$ cat config.mk
export PLATFORM = sky130hd
export DESIGN_NAME = json_number_syntax_check_flat
export DESIGN_NICKNAME = d
export VERILOG_FILES = /design/src/jnsc_pkg.sv /design/src/jnsc_if.sv /design/src/jnsc_char_eval.sv /design/src/jnsc_result_stage.sv /design/src/json_number_syntax_check.sv /design/src/flat_wrapper.sv
export SDC_FILE = /design/constraint.sdc
export NUM_CORES = 1
export LEC_CHECK = 0
export BUFFER_PORTS_ARGS = -buffer_cell sky130_fd_sc_hd__buf_2
export CORE_ASPECT_RATIO = 0.75
export CORE_MARGIN = 4
export CORE_UTILIZATION = 60
export CTS_BUF_LIST = sky130_fd_sc_hd__clkbuf_16
export DETAILED_ROUTE_END_ITERATION = 10
export MAX_ROUTING_LAYER = met4
export PLACE_DENSITY = 0.88
export SKIP_LAST_GASP = 1
export SLEW_MARGIN = 20
export SYNTH_ARGS = -nofsm -noshare
export SYNTH_HDL_FRONTEND = slang
export SYNTH_HIERARCHICAL = 1
export SYNTH_SLANG_ARGS = --single-unit
$ cat constraint.sdc
create_clock -name clock -period 6.1 [get_ports clock]
set_input_delay 0.305 -clock clock [delete_from_list [all_inputs] [get_ports clock]]
set_output_delay 0.305 -clock clock [all_outputs]
set_load 0.05 [all_outputs]
$ cat src/jnsc_pkg.sv
// ---------------------------------------------------------------------------
// JSON number syntax check package
// Shared types, character codes and verdict codes for the number checker.
// ---------------------------------------------------------------------------
package jnsc_pkg;

   // Width of one character and of one verdict.
   localparam int CHAR_W    = 8;
   localparam int VERDICT_W = 3;

   // Characters that the start and body rules look for.
   localparam logic [CHAR_W-1:0] CH_MINUS = 8'h2D;
   localparam logic [CHAR_W-1:0] CH_PLUS  = 8'h2B;
   localparam logic [CHAR_W-1:0] CH_ZERO  = 8'h30;
   localparam logic [CHAR_W-1:0] CH_NINE  = 8'h39;
   localparam logic [CHAR_W-1:0] CH_POINT = 8'h2E;
   localparam logic [CHAR_W-1:0] CH_LOW_E = 8'h65;
   localparam logic [CHAR_W-1:0] CH_UP_E  = 8'h45;

   // Verdict codes; VERDICT_VALID also means "no error yet" inside a token.
   typedef enum logic [VERDICT_W-1:0] {
      VERDICT_VALID      = 3'd0,
      VERDICT_MALFORMED  = 3'd1,
      VERDICT_LEAD_ZERO  = 3'd2,
      VERDICT_NO_DIG_SGN = 3'd3,
      VERDICT_NO_DIG_PT  = 3'd4,
      VERDICT_NO_DIG_EXP = 3'd5
   } verdict_type;

   // Position counter saturates at this value.
   localparam logic [1:0] POS_MAX = 2'd3;

   // Per-token state carried from one character to the next.
   typedef struct packed {
      logic [1:0]  char_position;
      logic        minus_first;
      logic        zero_first_digit;
      logic        point_seen;
      logic        exponent_seen;
      logic        sign_may_follow;
      logic        sign_pending_end;
      verdict_type first_error;
   } token_state_type;

   // One registered input transaction.
   typedef struct packed {
      logic [CHAR_W-1:0] character;
      logic              last_char;
      logic              empty_token;
   } char_item_type;

   // Evaluation result handed to the result stage.
   typedef struct packed {
      logic        valid;
      verdict_type verdict;
   } eval_result_type;

   // True for an ASCII decimal digit.
   function automatic logic is_digit(input logic [CHAR_W-1:0] c);
      return (c >= CH_ZERO) && (c <= CH_NINE);
   endfunction

endpackage

$ cat src/jnsc_if.sv
// ---------------------------------------------------------------------------
// JSON number syntax check channel interfaces
// Valid/ready channels for characters in and verdicts out.
// ---------------------------------------------------------------------------
interface jnsc_req_if;
   logic                          valid;
   logic                          ready;
   logic [jnsc_pkg::CHAR_W-1:0]   character;
   logic                          last_char;
   logic                          empty_token;

   modport source (output valid, output character, output last_char,
                   output empty_token, input ready);
   modport sink   (input valid, input character, input last_char,
                   input empty_token, output ready);
endinterface

interface jnsc_rsp_if;
   logic                           valid;
   logic                           ready;
   logic [jnsc_pkg::VERDICT_W-1:0] verdict;

   modport source (output valid, output verdict, input ready);
   modport sink   (input valid, input verdict, output ready);
endinterface

$ cat src/jnsc_char_eval.sv
// ---------------------------------------------------------------------------
// JSON number character evaluator
// Applies the start and body rules to one character and gives the next
// token state and, at the end of a token, its verdict.
// ---------------------------------------------------------------------------
module jnsc_char_eval (
   input  jnsc_pkg::char_item_type   item,
   input  jnsc_pkg::token_state_type state_cur,
   output jnsc_pkg::token_state_type state_nxt,
   output jnsc_pkg::eval_result_type result
);

   jnsc_pkg::token_state_type rule_st;
   jnsc_pkg::verdict_type     rule_err;
   jnsc_pkg::token_state_type step_st;
   logic                      c_digit;
   logic                      c_is_e;
   logic                      c_sign;
   logic                      body_ok;
   logic                      zero_start;

   assign c_digit = jnsc_pkg::is_digit(item.character);
   assign c_is_e  = (item.character == jnsc_pkg::CH_LOW_E) ||
                    (item.character == jnsc_pkg::CH_UP_E);
   assign c_sign  = (item.character == jnsc_pkg::CH_PLUS) ||
                    (item.character == jnsc_pkg::CH_MINUS);
   assign body_ok = c_digit ||
                    (!state_cur.point_seen && item.character == jnsc_pkg::CH_POINT) ||
                    (!state_cur.exponent_seen && c_is_e);
   assign zero_start = (item.character == jnsc_pkg::CH_ZERO) &&
                       ((state_cur.char_position == 2'd0 && !state_cur.minus_first) ||
                        (state_cur.char_position == 2'd1 && state_cur.minus_first));

   // Start rules first, then the body rule; the first rule that decides wins.
   always_comb begin
      rule_st  = state_cur;
      rule_err = jnsc_pkg::VERDICT_VALID;
      rule_st.zero_first_digit = 1'b0;
      if (state_cur.zero_first_digit && c_digit) begin
         rule_err = jnsc_pkg::VERDICT_LEAD_ZERO;
      end else if (state_cur.char_position == 2'd0 &&
                   item.character == jnsc_pkg::CH_MINUS) begin
         rule_st.minus_first = 1'b1;
         if (item.last_char) begin
            rule_err = jnsc_pkg::VERDICT_NO_DIG_SGN;
         end
      end else if (state_cur.char_position == 2'd1 && state_cur.minus_first &&
                   !c_digit) begin
         rule_err = jnsc_pkg::VERDICT_NO_DIG_SGN;
      end else if (zero_start && item.last_char) begin
         rule_err = jnsc_pkg::VERDICT_LEAD_ZERO;
      end else begin
         // A first digit zero forbids a digit right after it.
         rule_st.zero_first_digit = zero_start;
         if (state_cur.sign_may_follow && c_sign) begin
            rule_st.sign_may_follow  = 1'b0;
            rule_st.sign_pending_end = 1'b1;
            if (item.last_char) begin
               rule_err = jnsc_pkg::VERDICT_NO_DIG_SGN;
            end
         end else begin
            rule_st.sign_may_follow  = 1'b0;
            rule_st.sign_pending_end = 1'b0;
            if (!body_ok) begin
               rule_err = jnsc_pkg::VERDICT_MALFORMED;
            end else if (item.character == jnsc_pkg::CH_POINT) begin
               rule_st.point_seen = 1'b1;
               if (item.last_char) begin
                  rule_err = jnsc_pkg::VERDICT_NO_DIG_PT;
               end
            end else if (c_is_e) begin
               rule_st.exponent_seen = 1'b1;
               rule_st.point_seen    = 1'b1;
               if (item.last_char) begin
                  rule_err = jnsc_pkg::VERDICT_NO_DIG_EXP;
               end else begin
                  rule_st.sign_may_follow = 1'b1;
               end
            end
         end
      end
   end

   // Token bookkeeping: rules apply only until the first error is found.
   always_comb begin
      if (state_cur.first_error == jnsc_pkg::VERDICT_VALID) begin
         step_st             = rule_st;
         step_st.first_error = rule_err;
      end else begin
         step_st = state_cur;
      end
      if (state_cur.char_position != jnsc_pkg::POS_MAX) begin
         step_st.char_position = state_cur.char_position + 2'd1;
      end
   end

   // An empty token or a last character ends the token and clears the state.
   always_comb begin
      state_nxt      = step_st;
      result.valid   = 1'b0;
      result.verdict = step_st.first_error;
      if (item.empty_token) begin
         state_nxt      = '0;
         result.valid   = 1'b1;
         result.verdict = jnsc_pkg::VERDICT_MALFORMED;
      end else if (item.last_char) begin
         state_nxt    = '0;
         result.valid = 1'b1;
      end
   end

endmodule

$ cat src/jnsc_result_stage.sv
// ---------------------------------------------------------------------------
// JSON number result stage
// Output register that holds one verdict until the receiver takes it.
// ---------------------------------------------------------------------------
module jnsc_result_stage (
   input  logic                      clock,
   input  logic                      reset,
   input  logic                      load,
   input  jnsc_pkg::verdict_type     verdict,
   output logic                      free,
   jnsc_rsp_if.source                rsp_chan
);

   logic                  rsp_valid_ff;
   logic                  rsp_valid_in;
   jnsc_pkg::verdict_type verdict_ff;
   jnsc_pkg::verdict_type verdict_in;

   // The register can take a new verdict when empty or being emptied now.
   assign free = !rsp_valid_ff || rsp_chan.ready;

   always_comb begin
      rsp_valid_in = rsp_valid_ff;
      verdict_in   = verdict_ff;
      if (load) begin
         rsp_valid_in = 1'b1;
         verdict_in   = verdict;
      end else if (rsp_chan.ready) begin
         rsp_valid_in = 1'b0;
      end
   end

   always_ff @(posedge clock) begin
      if (reset) begin
         rsp_valid_ff <= 1'b0;
      end else begin
         rsp_valid_ff <= rsp_valid_in;
      end
   end

   always_ff @(posedge clock) begin
      verdict_ff <= verdict_in;
   end

   assign rsp_chan.valid   = rsp_valid_ff;
   assign rsp_chan.verdict = verdict_ff;

endmodule

$ cat src/json_number_syntax_check.sv
// ---------------------------------------------------------------------------
// JSON number syntax check
// Checks a number token one character per transaction and returns a verdict.
// ---------------------------------------------------------------------------
// Usage:
//   req_chan carries one character of a number token per transaction, with
//   last_char marking the final character and empty_token marking an empty
//   token (its character is ignored). Only a transaction that ends a token
//   produces a transaction on rsp_chan, carrying the verdict code.
//   An ending character is held in the input register; its verdict is then
//   loaded into the result register, from which it is offered on rsp_chan.
//   Throughput is one character per cycle while no verdict waits for room in
//   the result register; the evaluator is a single pass of flag logic
//   between the input register and the result register.
//   Reset clears both registers and the token state, so a new token starts.
//   When the receiver stalls, a verdict waits in the result register while
//   characters that end no token keep flowing; an ending character holds in
//   the input register, and req_chan.ready drops, until the result register
//   frees up.
// ---------------------------------------------------------------------------
module json_number_syntax_check (
   input  logic       clock,
   input  logic       reset,
   jnsc_req_if.sink   req_chan,
   jnsc_rsp_if.source rsp_chan
);

   logic                      s1_valid_ff;
   logic                      s1_valid_in;
   jnsc_pkg::char_item_type   s1_item_ff;
   jnsc_pkg::char_item_type   s1_item_in;
   jnsc_pkg::token_state_type tok_ff;
   jnsc_pkg::token_state_type tok_in;
   jnsc_pkg::token_state_type tok_nxt;
   jnsc_pkg::eval_result_type eval_res;
   logic                      out_free;
   logic                      s1_fire;
   logic                      req_fire;

   // The registered character moves on unless its verdict finds no room.
   assign s1_fire  = s1_valid_ff && (!eval_res.valid || out_free);
   assign req_chan.ready = !s1_valid_ff || s1_fire;
   assign req_fire = req_chan.valid && req_chan.ready;

   // Input register.
   always_comb begin
      s1_valid_in = s1_valid_ff;
      s1_item_in  = s1_item_ff;
      if (req_fire) begin
         s1_valid_in            = 1'b1;
         s1_item_in.character   = req_chan.character;
         s1_item_in.last_char   = req_chan.last_char;
         s1_item_in.empty_token = req_chan.empty_token;
      end else if (s1_fire) begin
         s1_valid_in = 1'b0;
      end
   end

   // Token state advances once per evaluated character.
   assign tok_in = s1_fire ? tok_nxt : tok_ff;

   always_ff @(posedge clock) begin
      if (reset) begin
         s1_valid_ff <= 1'b0;
         tok_ff      <= '0;
      end else begin
         s1_valid_ff <= s1_valid_in;
         tok_ff      <= tok_in;
      end
   end

   always_ff @(posedge clock) begin
      s1_item_ff <= s1_item_in;
   end

   jnsc_char_eval u_char_eval (
      .item      (s1_item_ff),
      .state_cur (tok_ff),
      .state_nxt (tok_nxt),
      .result    (eval_res)
   );

   jnsc_result_stage u_result_stage (
      .clock    (clock),
      .reset    (reset),
      .load     (s1_fire && eval_res.valid),
      .verdict  (eval_res.verdict),
      .free     (out_free),
      .rsp_chan (rsp_chan)
   );

endmodule

$ cat src/flat_wrapper.sv
// flat-port wrapper written by rule: the top's interface ports become plain ports
module json_number_syntax_check_flat 
  (clock, reset, req_chan_valid, req_chan_character, req_chan_last_char, req_chan_empty_token, req_chan_ready, rsp_chan_valid, rsp_chan_verdict, rsp_chan_ready);
  jnsc_req_if req_chan_i ();
  jnsc_rsp_if rsp_chan_i ();
  input  logic clock;
  input  logic reset;
  input wire logic [$bits(req_chan_i.valid)-1:0] req_chan_valid;
  input wire logic [$bits(req_chan_i.character)-1:0] req_chan_character;
  input wire logic [$bits(req_chan_i.last_char)-1:0] req_chan_last_char;
  input wire logic [$bits(req_chan_i.empty_token)-1:0] req_chan_empty_token;
  output wire logic [$bits(req_chan_i.ready)-1:0] req_chan_ready;
  output wire logic [$bits(rsp_chan_i.valid)-1:0] rsp_chan_valid;
  output wire logic [$bits(rsp_chan_i.verdict)-1:0] rsp_chan_verdict;
  input wire logic [$bits(rsp_chan_i.ready)-1:0] rsp_chan_ready;
  assign req_chan_i.valid = req_chan_valid;
  assign req_chan_i.character = req_chan_character;
  assign req_chan_i.last_char = req_chan_last_char;
  assign req_chan_i.empty_token = req_chan_empty_token;
  assign req_chan_ready = req_chan_i.ready;
  assign rsp_chan_valid = rsp_chan_i.valid;
  assign rsp_chan_verdict = rsp_chan_i.verdict;
  assign rsp_chan_i.ready = rsp_chan_ready;
  json_number_syntax_check u_core (.clock(clock), .reset(reset), .req_chan(req_chan_i), .rsp_chan(rsp_chan_i));
endmodule
* Word-level counts from Yosys, hierarchy flattened
Cells that the tools add are included.
Widths: inputs -> output; s select.
** Storage, ports and cells
- Input bits :: 14
- Logic and storage cells :: 108
- Output and inout bits :: 5
- Register bits :: 25
** Cells by class
- Reductions and logical operators :: 45
- Muxes and demuxes :: 33
- $add $sub $neg :: 1
- Eq/ne operators :: 14
- Order comparisons :: 2
** Operators with widths (number)
- $mux 3 :: 12
- $eq 8x6->1 const B :: 4
- $mux 11 :: 2
- $ne 3x1->1 const B :: 6
- $eq 8x7->1 const B :: 2
- $mux 5 :: 3
- $reduce_bool 3->1 :: 5
- $logic_and 1x1->1 :: 14
- $mux 2 :: 5
- $reduce_and 10->1 :: 1
- $mux 1 :: 9
- $mux 9 :: 1
- $reduce_and 9->1 :: 1
- $ge 8x6->1 const B :: 1
- $le 8x6->1 const B :: 1
- $logic_or 1x1->1 :: 8
- $logic_not 1->1 :: 7
- $mux 6 :: 1
- $reduce_and 6->1 :: 1
- $reduce_and 2->1 :: 2
- $reduce_and 4->1 :: 1
- $reduce_bool 2->1 :: 2
- $reduce_bool 4->1 :: 1
- $logic_not 3->1 :: 1
- 4 further kinds :: 4

* Logic depth before layout (Yosys ltp)
- Depth after elaboration :: 13
- Gate-level depth with buffers :: 7
- Depth with buffers taken out :: 6

* By module
Netlist, hierarchy kept.
** Modules (own cells, without submodules)
- json_number_syntax_check :: seq. area each 540.5 um^2, instances 1, cells an instance 65, area each 865.8 um^2
- jnsc_char_eval :: seq. area each 0.0 um^2, instances 1, cells an instance 75, area each 523.0 um^2
- jnsc_result_stage :: seq. area each 110.1 um^2, instances 1, cells an instance 7, area each 136.4 um^2

* Least setup slack after synthesis
Ideal clock, no wire load.
- Path kind :: reg2reg
- From :: register u_core/s1_item_ff[1] (netlist name)
- To :: register u_core/s1_item_ff[0] (netlist name), enable pin
- Slack :: 3.974 ns
- Arrival time :: 1.742 ns
- Data required time :: 5.717 ns
- Cell stages (with the launch flop) :: 5
- Path buffers :: 1
- Clock period less this slack :: 2.126 ns
- Library setup time :: 0.383 ns
- Cells stage by stage :: edfxtp_1 buf_2 nor2_1 inv_1 a31oi_1
** RTL lines
- start, declared :: line json_number_syntax_check.sv:30 : jnsc_pkg::char_item_type s1_item_ff;
- start signal, assigned :: line json_number_syntax_check.sv:73 : s1_item_ff <= s1_item_in;

==> impl_metrics.env <==
export IMPL_status="complete, no violations"
export IMPL_grt_pass1_vias=1080
export IMPL_startpoint_type="flop"
export IMPL_routedWlPerCell_um=15.3
export IMPL_maxSlewHeadroom_pct=54.0
export IMPL_path_clk_slew_ns=0.06
export IMPL_path_class="reg -> out"
export IMPL_clkSinkCount=25
export IMPL_cts_buffers=3
export IMPL_cap_viol_max_count=0
export IMPL_vias_per_cell=5.97
export IMPL_finClkSkew_ns=0.00484
export IMPL_synthCells=140
export IMPL_min_path_cells=1
export IMPL_endpoint_kind="output port"
export IMPL_clkPwrFrac_pct=38.7
export IMPL_syn_num_nets=154
export IMPL_vias=1140
export IMPL_slew_viol_final=0
export IMPL_swShare_pct=22.0
export IMPL_worst_slack_ns=3.86
export IMPL_p_leak_nw=0.620
export IMPL_cp_slowest_cell="edfxtp_1"
export IMPL_final_cell_mix="nand2b_1, buf_2, edfxtp_1, dfxtp_1, mux2i_1"
export IMPL_nNetsFinal=172
export IMPL_vdd_drop_max_v=0.000201
export IMPL_worstPathCellList="nor2_1, inv_1, nand3_1, buf_2"
export IMPL_grt_pass1_wl_um=5030
export IMPL_netSwitchingPower_mw=0.0806
export IMPL_r2r_start="u_core/s1_item_ff[1]$_DFFE_PP_"
export IMPL_hp_class="in -> reg"
export IMPL_htree_levels=1
export IMPL_p_seq_share_pct=51.7
export IMPL_initial_core_util_pct=63.5
export IMPL_power_internal_mw=0.286
export IMPL_ctsResizeCount=0
export IMPL_cts_root_buf="clkbuf_16"
export IMPL_power_density_nw_per_um2=223
export IMPL_fin_util_pct=71.3
export IMPL_cts_hold_buffers_added=0
export IMPL_drtIter0Drc=87
export IMPL_cts_tree="done"
export IMPL_die_area_um2=3300
export IMPL_track_usage_pct=20.6
export IMPL_drtPass1Iterations=4
export IMPL_timing_final_crit_share_pct=36.8
export IMPL_gp_congestion=0.919
export IMPL_rows=15
export IMPL_wl_um=2920
export IMPL_hold_slack_ns=0.221
export IMPL_reg2regPathDepth=3
export IMPL_cp_endpoint="req_chan_ready"
export IMPL_setup_violations=0
export IMPL_synth_area_per_cell_um2=10.5
export IMPL_hold_viol=0
export IMPL_antenna_found_initial=0
export IMPL_io_pins=19
export IMPL_max_slew_worst_pin_slew_ns=0.680
export IMPL_grt_overflow=0
export IMPL_post_route_min_period_ns=2.24
export IMPL_yosysWarnings=6
export IMPL_rr_endpoint="u_core/s1_item_ff[8]$_DFFE_PP_"
export IMPL_hpwl_um=2170
export IMPL_comb_power_share_pct=9.6
export IMPL_setup_tns_ns=0
export IMPL_cp_arrival_ns=1.94
export IMPL_layout_drive_gt1_share_pct=22.9
export IMPL_cts_setup_buffers=0
export IMPL_io_buffers=18
export IMPL_synth_area_um2=1470
export IMPL_drc=0
export IMPL_ff2ff_setup_slack_ns=3.89
export IMPL_critical_path_max_stage_delay_ns=0.51
export IMPL_core_um2=2310
export IMPL_cp_startpoint="u_core/s1_item_ff[1]$_DFFE_PP_"
export IMPL_crit_fanout=9
export IMPL_clock_latency_ns=0.26
export IMPL_final_common_cell="nand2b_1"
export IMPL_antennaDiodeCount=0
export IMPL_cts_max_path_buffers=2
export IMPL_grt_setup_unrepaired="false"
export IMPL_pre_cts_ws_ns=3.62
export IMPL_fmax_mhz=446
export IMPL_ant_nets=0
export IMPL_critPathRequiredTime_ns=5.79
export IMPL_fp_dieW_um=65.1
export IMPL_grt_start_max_net_pins=23
export IMPL_syn_to_final_growth_pct=12.4
export IMPL_die_y_um=50.8
==> sequential cells by signal (all words and copies together), names as in the netlist <==
signal,cells
u_core/s1_item_ff,10
u_core/s1_valid_ff,1
u_core/tok_ff,10
u_core/u_result_stage/rsp_chan.valid,1
u_core/u_result_stage/rsp_chan.verdict,3
==> routing by layer <==
layer / global-route usage [%] / share of wire (%) / vias to the layer above
li1: - / - / 553
met1: 24.1 / 45 / 553
met2: 33.3 / 49 / 28
met3: 7.83 / 5.3 / 6
met4: 5.86 / 1.3 / 0
met5: - / 0 / -
==> stage by stage <==
stage,cells,total power [mW],area (um2)
after floorplan,140,0.219,1470
after CTS,191,0.370,1640
after global routing,191,0.385,1650
after global placement,187,0.226,1560
after detailed placement,187,0.228,1560
final,191,0.366,1650
==> power groups by stage <==
stage | sequential (mW) | combinational (mW) | clock [mW]
2_1_floorplan | 0.194 | 0.0250 | 0
3_3_place_gp | 0.192 | 0.0336 | 0
3_5_place_dp | 0.193 | 0.0344 | 0
4_1_cts | 0.189 | 0.0344 | 0.146
5_1_grt | 0.190 | 0.0384 | 0.156
6_report | 0.190 | 0.0351 | 0.142
==> final cells by class <==
class / count / area, um2
multi-input cells: 105 / 786
clock buffers: 3 / 75.1
clock inverters: 1 / 3.75
flip-flops and latches: 25 / 631
repair buffers: 18 / 90.1
fillers: 191 / 662
well taps: 34 / 42.5
inverters: 5 / 18.8
==> worst min path at each step <==
stage                                from                                                end  slack (ns)
floorplan                           reset  u_core/u_result_stage/rsp_chan.valid$_SDFFE_PP0P_        0.37
global placement    req_chan_character[7]                     u_core/s1_item_ff[9]$_DFFE_PP_        0.48
detailed placement  req_chan_character[7]                     u_core/s1_item_ff[9]$_DFFE_PP_        0.48
CTS                  req_chan_empty_token                     u_core/s1_item_ff[0]$_DFFE_PP_        0.22
global route         req_chan_empty_token                     u_core/s1_item_ff[0]$_DFFE_PP_        0.21
finish               req_chan_empty_token                     u_core/s1_item_ff[0]$_DFFE_PP_        0.22
==> worst max-delay path, delay by kind of cell (launching register included) <==
kind,cells,cell delay [ns]
AND/OR/NAND/NOR,2,0.61
buffers and inverters,2,0.55
flip-flops,1,0.51
Note: power is estimated with default switching activity, not from simulation.
